<file path="src/hdl/rsa_mexp_pkg.sv">
// Package for the RSA modular exponentiation block.
// Holds port widths, register indexes, reset values and the sequencer state type.
// No dependencies.
package rsa_mexp_pkg;

  localparam int MOD_WIDTH_DEF = 16;
  localparam int EXP_WIDTH_DEF = 16;

  localparam int CFG_IDX_W  = 2;
  localparam int CFG_DATA_W = 16;
  localparam int BYTE_W     = 8;
  localparam int RES_W      = 16;

  localparam logic [CFG_IDX_W-1:0] REG_PUB_EXP  = 2'd0;
  localparam logic [CFG_IDX_W-1:0] REG_PRIV_EXP = 2'd1;
  localparam logic [CFG_IDX_W-1:0] REG_MODULUS  = 2'd2;

  localparam int PUB_EXP_RST  = 3;
  localparam int PRIV_EXP_RST = 1;
  localparam int MODULUS_RST  = 143;

  typedef enum logic [2:0] {
    S_IDLE,
    S_BASE,
    S_STEP,
    S_MUL,
    S_SQR,
    S_OUT
  } seq_state_t;

endpackage

</file>
<file path="src/hdl/rsa_modular_exponentiation.sv">
// RSA modular exponentiation, top level: configuration registers and instances.
// Depends on rsa_mexp_pkg, rsa_mexp_modmul and rsa_mexp_ctrl.
//
// Usage:
//   Input channel (in_valid/in_stall) carries mode and data_byte. Mode 0 raises
//   the byte to public_exponent, mode 1 to private_exponent, modulo modulus.
//   Output channel (out_valid/out_stall) returns one result_value per word.
//   Configuration channel (cfg_valid/cfg_ready) writes register cfg_index:
//   0 public exponent, 1 private exponent, 2 modulus; other indexes are dropped.
//   Write configuration only while no word is in flight.
// Timing:
//   One word at a time; in_stall is high from acceptance until the result is
//   taken. Products come from a bit-serial modular multiplier. A zero
//   modulus returns 0.
// Reset:
//   rst (synchronous) loads exponents 3 and 1 and modulus 143 and idles the
//   sequencer. While a result waits on out_stall it holds; no word is accepted.
module rsa_modular_exponentiation
  import rsa_mexp_pkg::*;
#(
  parameter int MOD_WIDTH = MOD_WIDTH_DEF,
  parameter int EXP_WIDTH = EXP_WIDTH_DEF
) (
  input  logic                  clk,
  input  logic                  rst,
  input  logic                  in_valid,
  output logic                  in_stall,
  input  logic                  mode,
  input  logic [BYTE_W-1:0]     data_byte,
  output logic                  out_valid,
  input  logic                  out_stall,
  output logic [RES_W-1:0]      result_value,
  input  logic                  cfg_valid,
  output logic                  cfg_ready,
  input  logic [CFG_IDX_W-1:0]  cfg_index,
  input  logic [CFG_DATA_W-1:0] cfg_data
);

  logic [EXP_WIDTH-1:0] pub_exp;
  logic [EXP_WIDTH-1:0] priv_exp;
  logic [MOD_WIDTH-1:0] modulus;
  logic                 mm_start;
  logic [MOD_WIDTH-1:0] mm_a;
  logic [MOD_WIDTH-1:0] mm_b;
  logic                 mm_busy;
  logic                 mm_done;
  logic [MOD_WIDTH-1:0] mm_result;

  assign cfg_ready = 1'b1;

  always_ff @(posedge clk) begin
    if (rst) begin
      pub_exp  <= EXP_WIDTH'(PUB_EXP_RST);
      priv_exp <= EXP_WIDTH'(PRIV_EXP_RST);
      modulus  <= MOD_WIDTH'(MODULUS_RST);
    end else if (cfg_valid && cfg_ready) begin
      unique case (cfg_index)
        REG_PUB_EXP:  pub_exp  <= EXP_WIDTH'(cfg_data);
        REG_PRIV_EXP: priv_exp <= EXP_WIDTH'(cfg_data);
        REG_MODULUS:  modulus  <= MOD_WIDTH'(cfg_data);
        default: ;
      endcase
    end
  end

  rsa_mexp_ctrl #(
    .MOD_WIDTH (MOD_WIDTH),
    .EXP_WIDTH (EXP_WIDTH)
  ) u_ctrl (
    .clk          (clk),
    .rst          (rst),
    .in_valid     (in_valid),
    .in_stall     (in_stall),
    .mode         (mode),
    .data_byte    (data_byte),
    .out_valid    (out_valid),
    .out_stall    (out_stall),
    .result_value (result_value),
    .pub_exp      (pub_exp),
    .priv_exp     (priv_exp),
    .modulus      (modulus),
    .mm_start     (mm_start),
    .mm_a         (mm_a),
    .mm_b         (mm_b),
    .mm_busy      (mm_busy),
    .mm_done      (mm_done),
    .mm_result    (mm_result)
  );

  rsa_mexp_modmul #(
    .MOD_WIDTH (MOD_WIDTH)
  ) u_modmul (
    .clk     (clk),
    .rst     (rst),
    .start   (mm_start),
    .op_a    (mm_a),
    .op_b    (mm_b),
    .modulus (modulus),
    .busy    (mm_busy),
    .done    (mm_done),
    .result  (mm_result)
  );

endmodule

</file>
<file path="src/hdl/rsa_mexp_modmul.sv">
// Bit-serial interleaved modular multiplier: r = a * b mod n, one bit of b a cycle.
// Requires a < n (or a = 1) and n >= 1.
// Depends on rsa_mexp_pkg.
module rsa_mexp_modmul
  import rsa_mexp_pkg::*;
#(
  parameter int MOD_WIDTH = MOD_WIDTH_DEF
) (
  input  logic                 clk,
  input  logic                 rst,
  input  logic                 start,
  input  logic [MOD_WIDTH-1:0] op_a,
  input  logic [MOD_WIDTH-1:0] op_b,
  input  logic [MOD_WIDTH-1:0] modulus,
  output logic                 busy,
  output logic                 done,
  output logic [MOD_WIDTH-1:0] result
);

  localparam int CNT_W = $clog2(MOD_WIDTH);
  localparam int T_W   = MOD_WIDTH + 2;

  logic [MOD_WIDTH-1:0] r;
  logic [MOD_WIDTH-1:0] a_q;
  logic [MOD_WIDTH-1:0] b_q;
  logic [CNT_W-1:0]     cnt;
  logic [T_W-1:0]       t;
  logic [T_W-1:0]       n1;
  logic [T_W-1:0]       n2;
  logic [T_W-1:0]       t_red;
  logic [MOD_WIDTH-1:0] r_next;

  always_comb begin
    n1 = T_W'(modulus);
    n2 = {1'b0, modulus, 1'b0};
    t  = {1'b0, r, 1'b0} + (b_q[MOD_WIDTH-1] ? T_W'(a_q) : '0);
    if (t >= n2) begin
      t_red = t - n2;
    end else if (t >= n1) begin
      t_red = t - n1;
    end else begin
      t_red = t;
    end
    r_next = t_red[MOD_WIDTH-1:0];
  end

  always_ff @(posedge clk) begin
    if (rst) begin
      busy <= 1'b0;
      done <= 1'b0;
      cnt  <= '0;
    end else begin
      done <= 1'b0;
      if (start) begin
        busy <= 1'b1;
        cnt  <= CNT_W'(MOD_WIDTH - 1);
      end else if (busy) begin
        if (cnt == '0) begin
          busy <= 1'b0;
          done <= 1'b1;
        end else begin
          cnt <= cnt - 1'b1;
        end
      end
    end
  end

  always_ff @(posedge clk) begin
    if (start) begin
      r   <= '0;
      a_q <= op_a;
      b_q <= op_b;
    end else if (busy) begin
      r   <= r_next;
      b_q <= {b_q[MOD_WIDTH-2:0], 1'b0};
    end
  end

  assign result = r;

  a_done_after_busy: assert property (@(posedge clk) disable iff (rst)
    done |-> $past(busy))
    else $error("modmul done without a preceding busy cycle");

  a_done_not_busy: assert property (@(posedge clk) disable iff (rst)
    done |-> !busy)
    else $error("modmul done while still busy");

endmodule

</file>
<file path="src/hdl/rsa_mexp_ctrl.sv">
// Square-and-multiply sequencer driving the shared modular multiplier.
// Owns the input and output handshakes, the accumulator, square and exponent.
// Depends on rsa_mexp_pkg.
module rsa_mexp_ctrl
  import rsa_mexp_pkg::*;
#(
  parameter int MOD_WIDTH = MOD_WIDTH_DEF,
  parameter int EXP_WIDTH = EXP_WIDTH_DEF
) (
  input  logic                 clk,
  input  logic                 rst,
  input  logic                 in_valid,
  output logic                 in_stall,
  input  logic                 mode,
  input  logic [BYTE_W-1:0]    data_byte,
  output logic                 out_valid,
  input  logic                 out_stall,
  output logic [RES_W-1:0]     result_value,
  input  logic [EXP_WIDTH-1:0] pub_exp,
  input  logic [EXP_WIDTH-1:0] priv_exp,
  input  logic [MOD_WIDTH-1:0] modulus,
  output logic                 mm_start,
  output logic [MOD_WIDTH-1:0] mm_a,
  output logic [MOD_WIDTH-1:0] mm_b,
  input  logic                 mm_busy,
  input  logic                 mm_done,
  input  logic [MOD_WIDTH-1:0] mm_result
);

  seq_state_t           state;
  seq_state_t           state_next;
  logic [MOD_WIDTH-1:0] acc;
  logic [MOD_WIDTH-1:0] acc_next;
  logic [MOD_WIDTH-1:0] sq;
  logic [MOD_WIDTH-1:0] sq_next;
  logic [EXP_WIDTH-1:0] expo;
  logic [EXP_WIDTH-1:0] expo_next;
  logic                 accept;

  assign accept = in_valid && !in_stall;

  always_ff @(posedge clk) begin
    if (rst) begin
      state <= S_IDLE;
    end else begin
      state <= state_next;
    end
  end

  always_ff @(posedge clk) begin
    acc  <= acc_next;
    sq   <= sq_next;
    expo <= expo_next;
  end

  always_comb begin
    state_next = state;
    acc_next   = acc;
    sq_next    = sq;
    expo_next  = expo;
    mm_start   = 1'b0;
    mm_a       = sq;
    mm_b       = sq;
    in_stall   = 1'b1;
    out_valid  = 1'b0;
    unique case (state)
      S_IDLE: begin
        in_stall = 1'b0;
        mm_a     = MOD_WIDTH'(1);
        mm_b     = MOD_WIDTH'(data_byte);
        if (in_valid) begin
          expo_next = mode ? priv_exp : pub_exp;
          if (modulus == '0) begin
            acc_next   = '0;
            state_next = S_OUT;
          end else begin
            acc_next   = (modulus == MOD_WIDTH'(1)) ? '0 : MOD_WIDTH'(1);
            mm_start   = 1'b1;
            state_next = S_BASE;
          end
        end
      end
      S_BASE: begin
        if (mm_done) begin
          sq_next    = mm_result;
          state_next = S_STEP;
        end
      end
      S_STEP: begin
        if (expo == '0) begin
          state_next = S_OUT;
        end else if (expo[0]) begin
          mm_a       = acc;
          mm_start   = 1'b1;
          state_next = S_MUL;
        end else begin
          mm_start   = 1'b1;
          state_next = S_SQR;
        end
      end
      S_MUL: begin
        if (mm_done) begin
          acc_next   = mm_result;
          mm_start   = 1'b1;
          state_next = S_SQR;
        end
      end
      S_SQR: begin
        if (mm_done) begin
          sq_next    = mm_result;
          expo_next  = expo >> 1;
          state_next = S_STEP;
        end
      end
      S_OUT: begin
        out_valid = 1'b1;
        if (!out_stall) begin
          state_next = S_IDLE;
        end
      end
      default: begin
        state_next = S_IDLE;
      end
    endcase
  end

  assign result_value = RES_W'(acc);

  a_start_when_free: assert property (@(posedge clk) disable iff (rst)
    mm_start |-> !mm_busy)
    else $error("multiplier started while busy");

  a_accept_leaves_idle: assert property (@(posedge clk) disable iff (rst)
    accept |=> (state != S_IDLE))
    else $error("sequencer stayed idle after accepting a word");

  a_done_expected: assert property (@(posedge clk) disable iff (rst)
    mm_done |-> (state == S_BASE || state == S_MUL || state == S_SQR))
    else $error("multiplier result arrived in an unexpected state");

endmodule

</file>
<file path="config.mk">
export PLATFORM = sky130hd
export DESIGN_NAME = rsa_modular_exponentiation
export DESIGN_NICKNAME = d
export VERILOG_FILES = /design/src/hdl/rsa_mexp_pkg.sv /design/src/hdl/rsa_modular_exponentiation.sv /design/src/hdl/rsa_mexp_modmul.sv /design/src/hdl/rsa_mexp_ctrl.sv
export SDC_FILE = /design/constraint.sdc
export NUM_CORES = 1
export LEC_CHECK = 0
export ABC_AREA = 1
export ABC_CLOCK_PERIOD_IN_PS = 9500
export BUFFER_PORTS_ARGS = -buffer_cell sky130_fd_sc_hd__buf_2
export CAP_MARGIN = 20
export CELL_PAD_IN_SITES_DETAIL_PLACEMENT = 2
export CELL_PAD_IN_SITES_GLOBAL_PLACEMENT = 2
export CORE_MARGIN = 2
export CORE_UTILIZATION = 30
export DETAILED_ROUTE_END_ITERATION = 10
export PLACE_DENSITY_LB_ADDON = 0.1
export SYNTH_ARGS = -nofsm -noshare
export SYNTH_HDL_FRONTEND = slang
export SYNTH_SLANG_ARGS = --single-unit
</file>
<file path="constraint.sdc">
create_clock -name clk -period 9.5 [get_ports clk]
set_input_delay 1.9 -clock clk [delete_from_list [all_inputs] [get_ports clk]]
set_output_delay 1.9 -clock clk [all_outputs]
set_load 0.1 [all_outputs]
</file>
* After elaboration in Yosys (flattened, before gate mapping)
Cells that the tools add are included.
Operators by class: add/sub/neg operators 4, magnitude comparators 2, eq/ne operators 14, muxes and demuxes 40, bitwise operators 1, reductions and logical operators 18
Operators by type and width (number):
- $mux 16 | 14
- $pmux 16 s2 | 3
- $logic_not 16->1 | 2
- $sub 16x16->16 | 2
- $mux 3 | 7
- $add 17x16->18 | 1
- $ge 18x16->1 | 1
- $ge 18x17->1 | 1
- $eq 16x1->1 const B | 1
- $pmux 3 s5 | 1
- $mux 4 | 3
- $mux 1 | 11
- $reduce_and 2->1 | 5
- $eq 3x2->1 const B | 2
- $eq 3x3->1 const B | 2
- $ne 2x1->1 const B | 3
- $ne 2x2->1 const B | 3
- $reduce_and 3->1 | 2
- $reduce_bool 2->1 | 3
- $logic_not 4->1 | 1
- $reduce_and 4->1 | 1
- $sub 4x1->4 const B | 1
- $eq 3x1->1 const B | 1
- $logic_not 3->1 | 1
- 7 further kinds | 7
Word-level totals: register bits after elaboration 153, output and inout port bits 19, logic and storage cells 92

* Depth between registers and ports, before layout
Gate-level depths: netlist of the first run.
depth after elaboration 6, mapped depth 29

* Modules after synthesis
Synthesis of the first run repeated with hierarchy kept, for this count alone.
Second synthesis, totals: cell total of the unflattened synthesis 1372, area total of the unflattened synthesis 10008.3 um2
Modules (own cells, without submodules):
- rsa_mexp_modmul | times used 1, cells each 749, area an instance 5193.7 um2, sequential area each 1401.3 um2
- rsa_mexp_ctrl | times used 1, cells each 324, area an instance 2787.7 um2, sequential area each 1501.4 um2
- rsa_modular_exponentiation | times used 1, cells each 299, area an instance 2026.9 um2, sequential area each 960.9 um2

* Least setup slack after synthesis of the first run
No wires, ideal clock.
path kind flip-flop to output port, start register u_ctrl.state[0], end output port out_valid, arrival time 2.548 ns, setup slack 5.052 ns, stages on the path, launching flop included 3, cell sequence dfxtp_1 inv_1 nor3_1
On the way: longest elaborated chain between the ends 2
Ends and longest elaborated chain:
- start, declared | RTL line rsa_mexp_ctrl.sv:30 | seq_state_t state;
- start signal, assigned | RTL line rsa_mexp_ctrl.sv:46 | state <= state_next;
- $eq 3x3->1 | RTL line rsa_mexp_ctrl.sv:66 | unique case (state)
- $mux 1 | RTL line rsa_mexp_ctrl.sv:66
- end, declared | RTL line rsa_modular_exponentiation.sv:30 | output logic out_valid,
Every way passes these cells.

* Worst setup path after layout of the first run
start register u_modmul.b_q[15], end register u_modmul.r[11], in the netlist u_modmul.result[11]
On the way: longest elaborated chain between the ends 5, elaborated cells between the ends (all ways) 8, classes of those cells add/sub: 3; order compare: 2; mux: 3
Ends and longest elaborated chain:
- start, declared | RTL line rsa_mexp_modmul.sv:25 | logic [MOD_WIDTH-1:0] b_q;
- start signal, assigned | RTL line rsa_mexp_modmul.sv:72 | b_q <= op_b;
- start signal, assigned | RTL line rsa_mexp_modmul.sv:75 | b_q <= {b_q[MOD_WIDTH-2:0], 1'b0};
- $mux 16 * | RTL line rsa_mexp_modmul.sv:36 | t = {1'b0, r, 1'b0} + (b_q[MOD_WIDTH-1] ? T_W'(a_q) : '0);
- $add 17x16->18 * | RTL line rsa_mexp_modmul.sv:36
- $sub 16x16->16 / $ge 18x16->1 (equally long branches) | RTL line rsa_mexp_modmul.sv:40, rsa_mexp_modmul.sv:39
- $mux 16 | RTL line rsa_mexp_modmul.sv:39 | end else if (t >= n1) begin
- $mux 16 * | RTL line rsa_mexp_modmul.sv:37 | if (t >= n2) begin
- end signal, assigned | RTL line rsa_mexp_modmul.sv:74 | r <= r_next;
- end, declared | RTL line rsa_mexp_modmul.sv:23 | logic [MOD_WIDTH-1:0] r;
Every way passes the cells marked *; elsewhere a longest branch is shown, timed or not. A chain may end at the register's enable or synchronous reset.

==> results.md, run 1 <==
* Status: finished, final reports clean
* Cts repair resizes at 0
* Final WS setup at between 3 and 4 ns
* Commonest register cell after synthesis: edfxtp_1
* Yosys top cell by area: edfxtp_1
* Core box area at 30,400 um2
* # DRC at 0
* Post-DP HPWL at around 24 mm
* Total Nets Final at 1,327
* Vias at 8,264
* Post-CTS Setup Bufs at 0
* Drt wl/cell at ~19 um
* EDFF count, synth at 80
* CP Data Required Time at between 9 and 10 ns
* Slowest library cell on the worst path: nand3_1
* CP endpoint kind: flop
* Number of I/O pins at 51
* Syn Nets at between 1,000 and 1,500
* Die height at 179 um
* Yosys warns at 0
* Total Routed Length at around 31 mm
* Total clock buffers created by CTS at 17
* Register bit total from synthesis at approximately 150
* Worst slew pin tran at between 0.9 and 1 ns
* Layout cells sized above 1 at under 10%
* Grt total ovfl at 0
* Post-synthesis sequential area ratio at 41.8%
* Row count at 64
* WS Path Type: reg -> reg
* RSZ-0062 raised after global routing: false
* Hold_ws at approximately 0.45 ns
* Most frequent cells in the layout: nand2_1, inv_1, nor2_1, a21oi_1, o21ai_0
* Final hold vios at 0
* Synth cell types at 47
* Pins over their slew limit at 0
* Drt pass-1 iters at 4
* Synthesis-to-finish area growth at 13.4%
* First-pass GRT wire length at roughly 50 mm
* Post-CTS Hold Buffers at 0
* Ys async rst share at 0%
* Top cell type's share of synthesized area at around a quarter
* Ant. Diodes at 0
* Worst Hold Class: reg -> reg
* Final setup violation count at 0
* Commonest non-fill, non-tap cell in the layout: nand2_1
* Top cells by area, synth: edfxtp_1, dfxtp_1, nand2_1, inv_1, ha_1
* Antenna-violating nets left at 0
* Gpl congestion at 0.832
* GRT Util Overall at 19.9%
* Fmax at between 150 and 200 MHz
* Slowest stage delay, CP at just over 0.8 ns
* I/O Buffers at slightly below 50
* CTS tree: yes
* 1st-iter DRT viols at between 200 and 300
* Arrival time at the worst endpoint at 5.87 ns
* Largest net degree at the start of global routing at 51
* Longest Clk Path Bufs at 2
* Slew headroom at 37.1%
* Routed vias/inst at around 5.0
* Mean Syn Cell Area at 7.62 um2
* Most frequent CP cell: nand2_1
* Root buffer cell: clkbuf_16
* Cell Area, Synth at between 9000 and 10,000 um2
* Final clock skew at 0.0182 ns
* Worst skew pair latency at between 0.4 and 0.5 ns
* Initial antenna violation count at 0
* Initial Util at 30.3%
* Number of H-tree levels at 4
* Vias in the first global route at between 8,000 and 9,000
* CP max FO at 21
* # clock sinks at about 150
* Worst slack, placed at about 3.9 ns
* Crit path cell chain: nand2_1, inv_1, ha_1, inv_1, fa_1, inv_2, nand3_1, nand3_1, nand3_1, nand2_2, xor2_1, ha_1, nand2_1, inv_1, nand2_1, nand2_1, a21oi_1, nand2_1, a21oi_1, nand3_1, o21ai_1, nand2_1, a21oi_1
* Clk slew on worst S/H paths at roughly 0.070 ns
* Final min period at around 5.5 ns
* Worst setup SP type: flop
* Final period util at approximately 58%
* Max_cap viols at 0
* DIE AREA at roughly 32,000 um2
* Post-Syn Instances at ~1,200
* Die width at 179 um
* Setup TNS at 0 ns
## final timing paths
| path | cells after the start | to | start | slack, ns |
|---|---|---|---|---|
| max | 23 | u_modmul.result[11]$_SDFFE_PP0P_ | u_modmul.b_q[15]$_DFFE_PP_ | 3.99 |
| min | 2 | priv_exp[14]$_SDFFE_PP0P_ | priv_exp[14]$_SDFFE_PP0P_ | 0.45 |
| max reg2reg | 23 | u_modmul.result[11]$_SDFFE_PP0P_ | u_modmul.b_q[15]$_DFFE_PP_ | 3.99 |
| min reg2reg | 2 | priv_exp[14]$_SDFFE_PP0P_ | priv_exp[14]$_SDFFE_PP0P_ | 0.45 |
## registers in the layout, summed over array words and instances, names as in the netlist
| name | cells |
|---|---|
| u_modmul.cnt | 4 |
| u_modmul.a_q | 16 |
| u_ctrl.expo | 16 |
| u_ctrl.result_value | 16 |
| u_modmul.busy | 1 |
| u_modmul.b_q | 16 |
| u_ctrl.sq | 16 |
| priv_exp | 16 |
| pub_exp | 16 |
| modulus | 16 |
| u_modmul.result | 16 |
| u_modmul.done | 1 |
| u_ctrl.state | 3 |
## metal layers
layer	track usage (%)	vias to the layer above	wire length, um
li1	-	4071	-
met1	27.5	4098	15600
met2	33.2	84	14900
met3	2.92	11	715
met4	3.74	0	248
met5	0	-	0
## critical path: cells and delay by family (launching register included)
family,cells,cell delay [ns]
compound gates,4,1.30
xor+xnor,1,0.41
fa+ha+maj,3,0.95
buf+inv,4,0.30
flops,1,0.66
simple gates,11,1.80
## final cells by class
class,instances,area (um2)
Clock inverter,11,148
Clock buffer,21,460
Timing Repair Buffer,56,318
Multi-Input combinational cell,840,4530
Tap cell,396,495
Fill cell,3557,20000
Sequential cell,153,3860
Inverter,176,661
## cells in the mapped netlist, types with 3 or more instances
| cell | count |
|---|---|
| a31oi_1 | 9 |
| nor3_1 | 11 |
| nor2_1 | 117 |
| xnor2_1 | 9 |
| a21oi_2 | 8 |
| o21bai_1 | 3 |
| a32o_1 | 15 |
| clkbuf_1 | 24 |
| buf_2 | 10 |
| buf_1 | 4 |
| nor4_1 | 5 |
| inv_1 | 166 |
| nor2_2 | 3 |
| ha_1 | 48 |
| nand3_2 | 5 |
| nand4_1 | 18 |
| nand2_2 | 7 |
| nand3_1 | 60 |
| dfxtp_1 | 73 |
| xor2_1 | 24 |
| a21oi_1 | 108 |
| o211ai_1 | 5 |
| nand2_1 | 267 |
| inv_2 | 6 |
| o21ai_0 | 86 |
| clkinv_1 | 4 |
| fa_1 | 3 |
| o21ai_1 | 9 |
| edfxtp_1 | 80 |
## stage by stage
step	util [%]	cell area (um2)	cells
final	34.4	10500	1653
after global routing	34.4	10500	1653
after CTS	34.3	10400	1652
after detailed placement	32.3	9840	1620
after global placement	32.3	9840	1620
after floorplan	-	9230	1211
## cells by family (layout without fill, tap and decap cells)
logic type	after synthesis	count (layout)	share of synthesized area (%)
compound gates	253	253	15.7
xor+xnor	33	33	3.13
fa+ha+maj	51	51	7.15
buf+inv	218	264	9.17
flops	153	153	41.8
other cells	1	1	0.0406
simple gates	502	502	23.0
Power of run 1 is not shown: default switching activity piles up to over one toggle a cycle in this logic, so the estimate is an artifact.
==> inputs of run 2 (changes only) <==
--- a/config.mk
+++ b/config.mk
@@ -6,7 +6,7 @@
 export NUM_CORES = 1
 export LEC_CHECK = 0
 export ABC_AREA = 1
-export ABC_CLOCK_PERIOD_IN_PS = 9500
+export ABC_CLOCK_PERIOD_IN_PS = 5800
 export BUFFER_PORTS_ARGS = -buffer_cell sky130_fd_sc_hd__buf_2
 export CAP_MARGIN = 20
 export CELL_PAD_IN_SITES_DETAIL_PLACEMENT = 2
==> constraint.sdc (replaced) <==
create_clock -name clk -period 5.8 [get_ports clk]
set_input_delay 1.16 -clock clk [delete_from_list [all_inputs] [get_ports clk]]
set_output_delay 1.16 -clock clk [all_outputs]
set_load 0.1 [all_outputs]
==> run 2 against run 1 <==
Hold slack got worse by 0.0010 ns. Clock skew up 0.0014 ns. Clock-buffer cell count is 4 lower. Maximum frequency up 9.9%. First-iteration DRC count rose by 25%. Sequential share of layout area fell by 0.17 points. Setup slack worse by 3.2 ns. Register-to-register slack lost 3.2 ns. Critical path type unchanged. Critical endpoint is now u_modmul.result[14]$_SDFFE_PP0P_.
==> results.md, run 2 (synthesis results as in run 1) <==
* Status: finished, final reports clean
* Worst slack, placed at 0.796 ns (-3.14 ns)
* Pins over their slew limit at 0 (unchanged)
* Placed cell count at 1,621 (+0.062%)
* Final WS setup at 0.792 ns (-3.20 ns)
* CP max FO at 21 (unchanged)
* Crit path cell chain: nand2_1, inv_1, ha_1, inv_1, fa_1, inv_2, nand3_1, nand3_1, nand3_1, nand2_2, xor2_1, ha_1, a21oi_2, nand2_1, a21oi_1, nand2_1, a21oi_1, buf_4, nand3_1, o21ai_1, nand2_1, a21oi_1
* Vias in the first global route at 8,817 (+0.38%)
* # DRC at 0 (unchanged)
* WP depth at 22 (-4.3%)
* Commonest non-fill, non-tap cell in the layout: nand2_1
* I/O Buffers at 49 (unchanged)
* RSZ-0062 raised after global routing: false
* Cts repair resizes at 0 (unchanged)
* Worst setup SP type: flop
* Root buffer cell: clkbuf_16
* Slew headroom at 33.5% (-3.6 points)
* Gpl congestion at 0.824 (-0.93%)
* Final min period at 5.01 ns (-0.498 ns)
* Drt wl/cell at 19.2 um (+0.72%)
* Antenna-violating nets left at 0 (unchanged)
* Max_cap viols at 0 (unchanged)
* Row count at 64 (unchanged)
* Final period util at 86.3% (+28 points)
* Grt total ovfl at 0 (unchanged)
* Total Nets Final at 1,328 (+0.075%)
* Worst skew pair latency at 0.45 ns (about the same)
* Post-DP HPWL at 24.4 mm (+0.35%)
* Largest net degree at the start of global routing at 51 (unchanged)
* Total Routed Length at 31.7 mm (+0.78%)
* FF/Latch Area at 3860 um2 (unchanged)
* GRT Util Overall at 20.1% (+0.17 points)
* Synthesis-to-finish area growth at 13.9%
* DIE AREA at 32,200 um2 (unchanged)
* Worst Hold Class: reg -> reg
* Post-CTS Hold Buffers at 0 (unchanged)
* Final setup violation count at 0 (unchanged)
* Final clock skew at 0.0197 ns (+0.00144 ns)
* Drt pass-1 iters at 5 (+1)
* Arrival time at the worst endpoint at 5.39 ns (-0.48 ns)
* Ant. Diodes at 0 (unchanged)
* R2r worst-path depth at 22 (-4.3%)
* First-pass GRT wire length at 50.6 mm (+0.25%)
* Final hold vios at 0 (unchanged)
* WP buf/inv at 4 (unchanged)
* Cell Count, Final, Fillers Out at 1,654 (+0.060%)
* FILL cells at 3,589 (+0.90%)
* CP Data Required Time at 6.19 ns (-3.68 ns)
* Multi-input gate area at 4530 um2 (unchanged)
* Slowest stage delay, CP at 0.70 ns (-0.12 ns)
* Initial Util at 30.3% (unchanged)
* Hold_ws at 0.451 ns (-0.00103 ns)
* Longest Clk Path Bufs at 2 (unchanged)
* Clk slew on worst S/H paths at 0.07 ns (about the same)
* Most frequent cells in the layout: nand2_1, inv_1, nor2_1, a21oi_1, o21ai_0
* # clock sinks at 153 (unchanged)
* WS Path Type: reg -> reg
* Hold depth at 2 (unchanged)
* Critical path's top delay family: simple AND/OR/NAND/NOR gates
* Core box area at 30,400 um2 (unchanged)
* CP endpoint kind: flop
* Number of I/O pins at 51 (unchanged)
* Initial antenna violation count at 0 (unchanged)
* Post-CTS Setup Bufs at 0 (unchanged)
* Die width at 179 um (unchanged)
* CTS tree: yes
* Vias at 8,239 (-0.30%)
* Worst slew pin tran at 0.995 ns (+0.0539 ns)
* Layout cells sized above 1 at 9.86% (+0.23 points)
* Fmax at 200 MHz (+9.9%)
* Routed vias/inst at 4.98 (-0.36%)
* Number of H-tree levels at 4 (unchanged)
* Setup TNS at 0 ns (unchanged)
* Total clock buffers created by CTS at 17 (unchanged)
* Slowest library cell on the worst path: edfxtp_1
* Die height at 179 um (unchanged)
* 1st-iter DRT viols at 365 (+25%)
==> run 2: cell types whose count changed in the layout (fill, tap and decap cells not counted) <==
cell / previous run / this run
clkinv_4: 3 / 4
inv_6: 0 / 2
clkinvlp_2: 0 / 1
clkinvlp_4: 3 / 1
clkbuf_1: 2 / 0
buf_4: 6 / 7
clkbuf_8: 2 / 0
bufinv_16: 3 / 5
==> run 2: per-stage QoR <==
stage / instance area (um2) / util (%)
floorplan: 9230 / -
detailed placement: 9840 / 32.3
global placement: 9840 / 32.3
CTS: 10500 / 34.5
finish: 10500 / 34.6
global route: 10500 / 34.6
==> run 2: tightest hold or removal path: cells and delay by family (launching register included) <==
| family | cells | cell delay [ns] |
|---|---|---|
| compound gates | 1 | 0.05 |
| buf+inv | 1 | 0.06 |
| flops | 1 | 0.30 |
==> run 2: area by class of cell <==
cell class                 count  area share, %
sequential                   153           36.7
timing repair buffer          57           3.09
inverter                     176           6.28
clock inverter                15           2.13
clock buffer                  17           4.04
tap                          396           4.71
multi-input combinational    840           43.0
==> run 2: final timing paths <==
check	from	to	slack, ns
setup / recovery	u_modmul.b_q[15]$_DFFE_PP_	u_modmul.result[14]$_SDFFE_PP0P_	0.79
hold / removal	priv_exp[14]$_SDFFE_PP0P_	priv_exp[14]$_SDFFE_PP0P_	0.45
setup reg to reg	u_modmul.b_q[15]$_DFFE_PP_	u_modmul.result[14]$_SDFFE_PP0P_	0.79
hold reg to reg	priv_exp[14]$_SDFFE_PP0P_	priv_exp[14]$_SDFFE_PP0P_	0.45
==> run 2: metal layers <==
layer	track usage (%)	share of wire, %
met1	27.5	49
met2	33.5	47
met3	2.74	2.6
met4	4.94	1.1
met5	0	0
Power of run 2 is left out for the same reason.
==> inputs of run 3 (changes only) <==
--- a/config.mk
+++ b/config.mk
@@ -17,4 +17,5 @@
 export PLACE_DENSITY_LB_ADDON = 0.1
 export SYNTH_ARGS = -nofsm -noshare
 export SYNTH_HDL_FRONTEND = slang
+export SYNTH_HIERARCHICAL = 1
 export SYNTH_SLANG_ARGS = --single-unit
==> run 3 against run 2 <==
Global-route usage shrank 0.66 points. Critical path depth grew 1. Hold slack gained 0.011 ns. Routed wire length grew 2.0%. Core utilization shrank 0.23 points. Sequential cell count is the same. Non-clock buffer count is the same. Clock skew shrank 0.0091 ns. First-iteration DRC count shrank 27%. Maximum frequency grew 8.7%. Clock-buffer cell count grew 1. Critical path type unchanged.
==> results.md, run 3 <==
* RR Startpoint: u_modmul/b_q[15]$_DFFE_PP_
* Cell Count, Final, Fillers Out at 1,858 (+12%)
* Top cells by area, synth: edfxtp_1, nand2_1, dfxtp_1, inv_1, nor2_1
* Worst Hold Class: reg -> reg
* Worst vdd ir at 0.000255 V
* Number of H-tree levels at 4 (unchanged)
* Post-DP HPWL at 25.0 mm (+2.5%)
* Clk slew on worst S/H paths at 0.07 ns (about the same)
* Worst slew pin tran at 1.02 ns (+0.0269 ns)
* I/O Buffers at 49 (unchanged)
* Core box area at 32,700 um2 (+7.5%)
* CP Data Required Time at 6.19 ns (about the same)
* Arrival time at the worst endpoint at 4.99 ns (-0.40 ns)
* Commonest non-fill, non-tap cell in the layout: nand2_1
* Synthesis-to-finish area growth at 12.2%
* R2r worst-path depth at 23 (+4.5%)
* Row count at 66 (+3.1%)
* Vias in the first global route at 9,795 (+11%)
* Drt pass-1 iters at 4 (-1)
* Grt total ovfl at 0 (unchanged)
* RSZ-0062 raised after global routing: false
* EDFF count, synth at 80 (unchanged)
* CP max FO at 16 (-24%)
* CTS tree: yes
* Most common cell in the netlist: nand2_1
* Cts repair resizes at 0 (unchanged)
* Routed vias/inst at 4.78 (-4.1%)
* Most instantiated cells after synthesis: nand2_1, inv_1, nor2_1
* Initial antenna violation count at 0 (unchanged)
* Syn Nets at 1,455 (+12%)
* Cell Area, Synth at 10,000 um2 (+8.4%)
* Longest Clk Path Bufs at 2 (unchanged)
* Setup crit start: u_modmul/b_q[15]$_DFFE_PP_
* Drt wl/cell at 17.4 um (-9.2%)
* Status: finished, final reports clean
* CP endpoint kind: flop
* Commonest register cell after synthesis: edfxtp_1
* Max_cap viols at 0 (unchanged)
* # clock sinks at 153 (unchanged)
* Yosys warns at 6 (+6)
* Ys async rst share at 0% (unchanged)
* Placed cell count at 1,825 (+13%)
* Gpl congestion at 0.797 (-3.3%)
* Post-layout util at 34.3% (-0.23 points)
* Hold_ws at 0.462 ns (+0.0108 ns)
* Most frequent cells in the layout: nand2_1, inv_1, nor2_1, edfxtp_1, dfxtp_1
* Ant. Diodes at 0 (unchanged)
* WS Path Type: reg -> reg
* Antenna-violating nets left at 0 (unchanged)
* FILL cells at 3,969 (+11%)
* Setup TNS at 0 ns (unchanged)
* Die width at 187 um (+4.0%)
* 1st-iter DRT viols at 268 (-27%)
* Die height at 187 um (+4.0%)
* Largest net degree at the start of global routing at 49 (-3.9%)
* Worst setup SP type: flop
* P_leak at between 5 and 6 nW
* DIE AREA at 34,800 um2 (+8.2%)
* Post-synthesis sequential area ratio at 38.6% (-3.2 points)
* # DRC at 0 (unchanged)
* Critical R2R Capture: u_modmul/result[11]$_SDFFE_PP0P_
* Register bit total from synthesis at 153 (unchanged)
* Yosys top cell by area: edfxtp_1
* PD cells at about 680 nW/um2
* Vias at 8,877 (+7.7%)
* Worst skew pair latency at 0.45 ns (about the same)
* Synth cell types at 53 (+13%)
* Root buffer cell: clkbuf_16
* Pins over their slew limit at 0 (unchanged)
* First-pass GRT wire length at 53.4 mm (+5.5%)
* Slew headroom at 31.8% (-1.7 points)
* Fmax at 217 MHz (+8.7%)
* Top cell type's share of synthesized area at 24.0% (-2.0 points)
* Total clock buffers created by CTS at 17 (unchanged)
* FF-to-FF setup slack at 1.19 ns (+0.40 ns)
* Layout cells sized above 1 at 13.3% (+3.5 points)
* Final setup violation count at 0 (unchanged)
* Final clock skew at 0.0105 ns (-0.00915 ns)
* Total Nets Final at 1,486 (+12%)
* Total Routed Length at 32.3 mm (+2.0%)
* Initial Util at 30.6% (+0.26 points)
* Post-CTS Setup Bufs at 0 (unchanged)
* Final period util at 79.4% (-6.9 points)
* Final min period at 4.61 ns (-0.401 ns)
* Post-CTS Hold Buffers at 0 (unchanged)
* Setup crit end: u_modmul/result[11]$_SDFFE_PP0P_
* Number of I/O pins at 51 (unchanged)
* Mean Syn Cell Area at 7.29 um2 (-4.3%)
* Post-Syn Instances at 1,372 (+13%)
* Final hold vios at 0 (unchanged)
* GRT Util Overall at 19.4% (-0.66 points)
run 3: cell count changes after synthesis, moves of 14 or more:
| cell | delta |
|---|---|
| nor2_1 | +65 |
| a32o_1 | -15 |
| a21oi_1 | -54 |
| nand2_2 | +14 |
| a21oi_2 | +16 |
| nand2_1 | +136 |
| inv_1 | +17 |
| o21ai_0 | -38 |
run 3: how the worst min path moves through the flow:
stage                                             from                      endpoint  cells after the start
after global placement         pub_exp[0]$_SDFFE_PP1P_       pub_exp[0]$_SDFFE_PP1P_                      2
after detailed placement      priv_exp[0]$_SDFFE_PP1P_      priv_exp[0]$_SDFFE_PP1P_                      2
after floorplan                pub_exp[0]$_SDFFE_PP1P_       pub_exp[0]$_SDFFE_PP1P_                      2
after CTS                 u_modmul/cnt[1]$_SDFFE_PP0P_  u_modmul/cnt[1]$_SDFFE_PP0P_                      2
final                     u_modmul/cnt[1]$_SDFFE_PP0P_  u_modmul/cnt[1]$_SDFFE_PP0P_                      2
after global routing      u_modmul/cnt[1]$_SDFFE_PP0P_  u_modmul/cnt[1]$_SDFFE_PP0P_                      2
run 3: metrics by stage:
| stage | area [um2] | setup WS (ns) | power, mW |
|---|---|---|---|
| finish | 11200 | 1.19 | 7.63 |
| global route | 11200 | 0.740 | 8.38 |
| CTS | 11200 | 1.13 | 7.77 |
| detailed placement | 10600 | 1.15 | 6.50 |
| global placement | 10600 | 1.34 | 6.41 |
| floorplan | 10000 | 2.26 | 5.30 |
run 3: critical path, stage by stage (launching register included):
cell	delay, ns
edfxtp_1	0.68
nand2_1	0.11
inv_1	0.09
ha_1	0.17
inv_1	0.06
fa_1	0.40
nand3b_1	0.18
nand2_1	0.20
nand3_2	0.10
nand2_2	0.13
a21oi_1	0.10
xnor2_1	0.37
ha_1	0.37
nand2_1	0.17
nor2_1	0.08
nand3_1	0.12
nor2_1	0.07
nor3_2	0.18
nand3_4	0.12
nor2_4	0.41
nand2_1	0.15
a21oi_2	0.16
nor2_1	0.05
nor2_1	0.08
run 3: logic make-up after synthesis:
group / after synthesis / share of synthesized area (%)
simple gates: 723 / 30.9
buf+inv: 244 / 10.4
compound gates: 166 / 10.5
flops: 153 / 38.6
fa+ha+maj: 51 / 6.60
xor+xnor: 33 / 2.89
other cells: 1 / 0.0375
mux: 1 / 0.113
run 3: power breakdown:
part	switching, mW	internal (mW)
registers	0.196	1.48
logic	3.29	1.45
clock network	0.492	0.723
run 3: layout make-up:
cell class | instances | area, um2 | share of cell area (%)
clock buffers | 18 | 429 | 3.82
clock inverters | 14 | 196 | 1.75
inverters | 199 | 754 | 6.72
multi-input cells | 975 | 5110 | 45.5
flip-flops and latches | 153 | 3860 | 34.4
well taps | 442 | 553 | 4.92
repair buffers | 57 | 325 | 2.90
run 3: layer usage:
layer  track usage [%]  vias to the layer above  wire, um
met4              4.49                        0       318
li1                  -                     4398         -
met1              24.7                     4396     15100
met3              2.65                       18       601
met2              34.8                       65     16300
met5                 0                        -         0
Power figures use the tool's default switching activity.
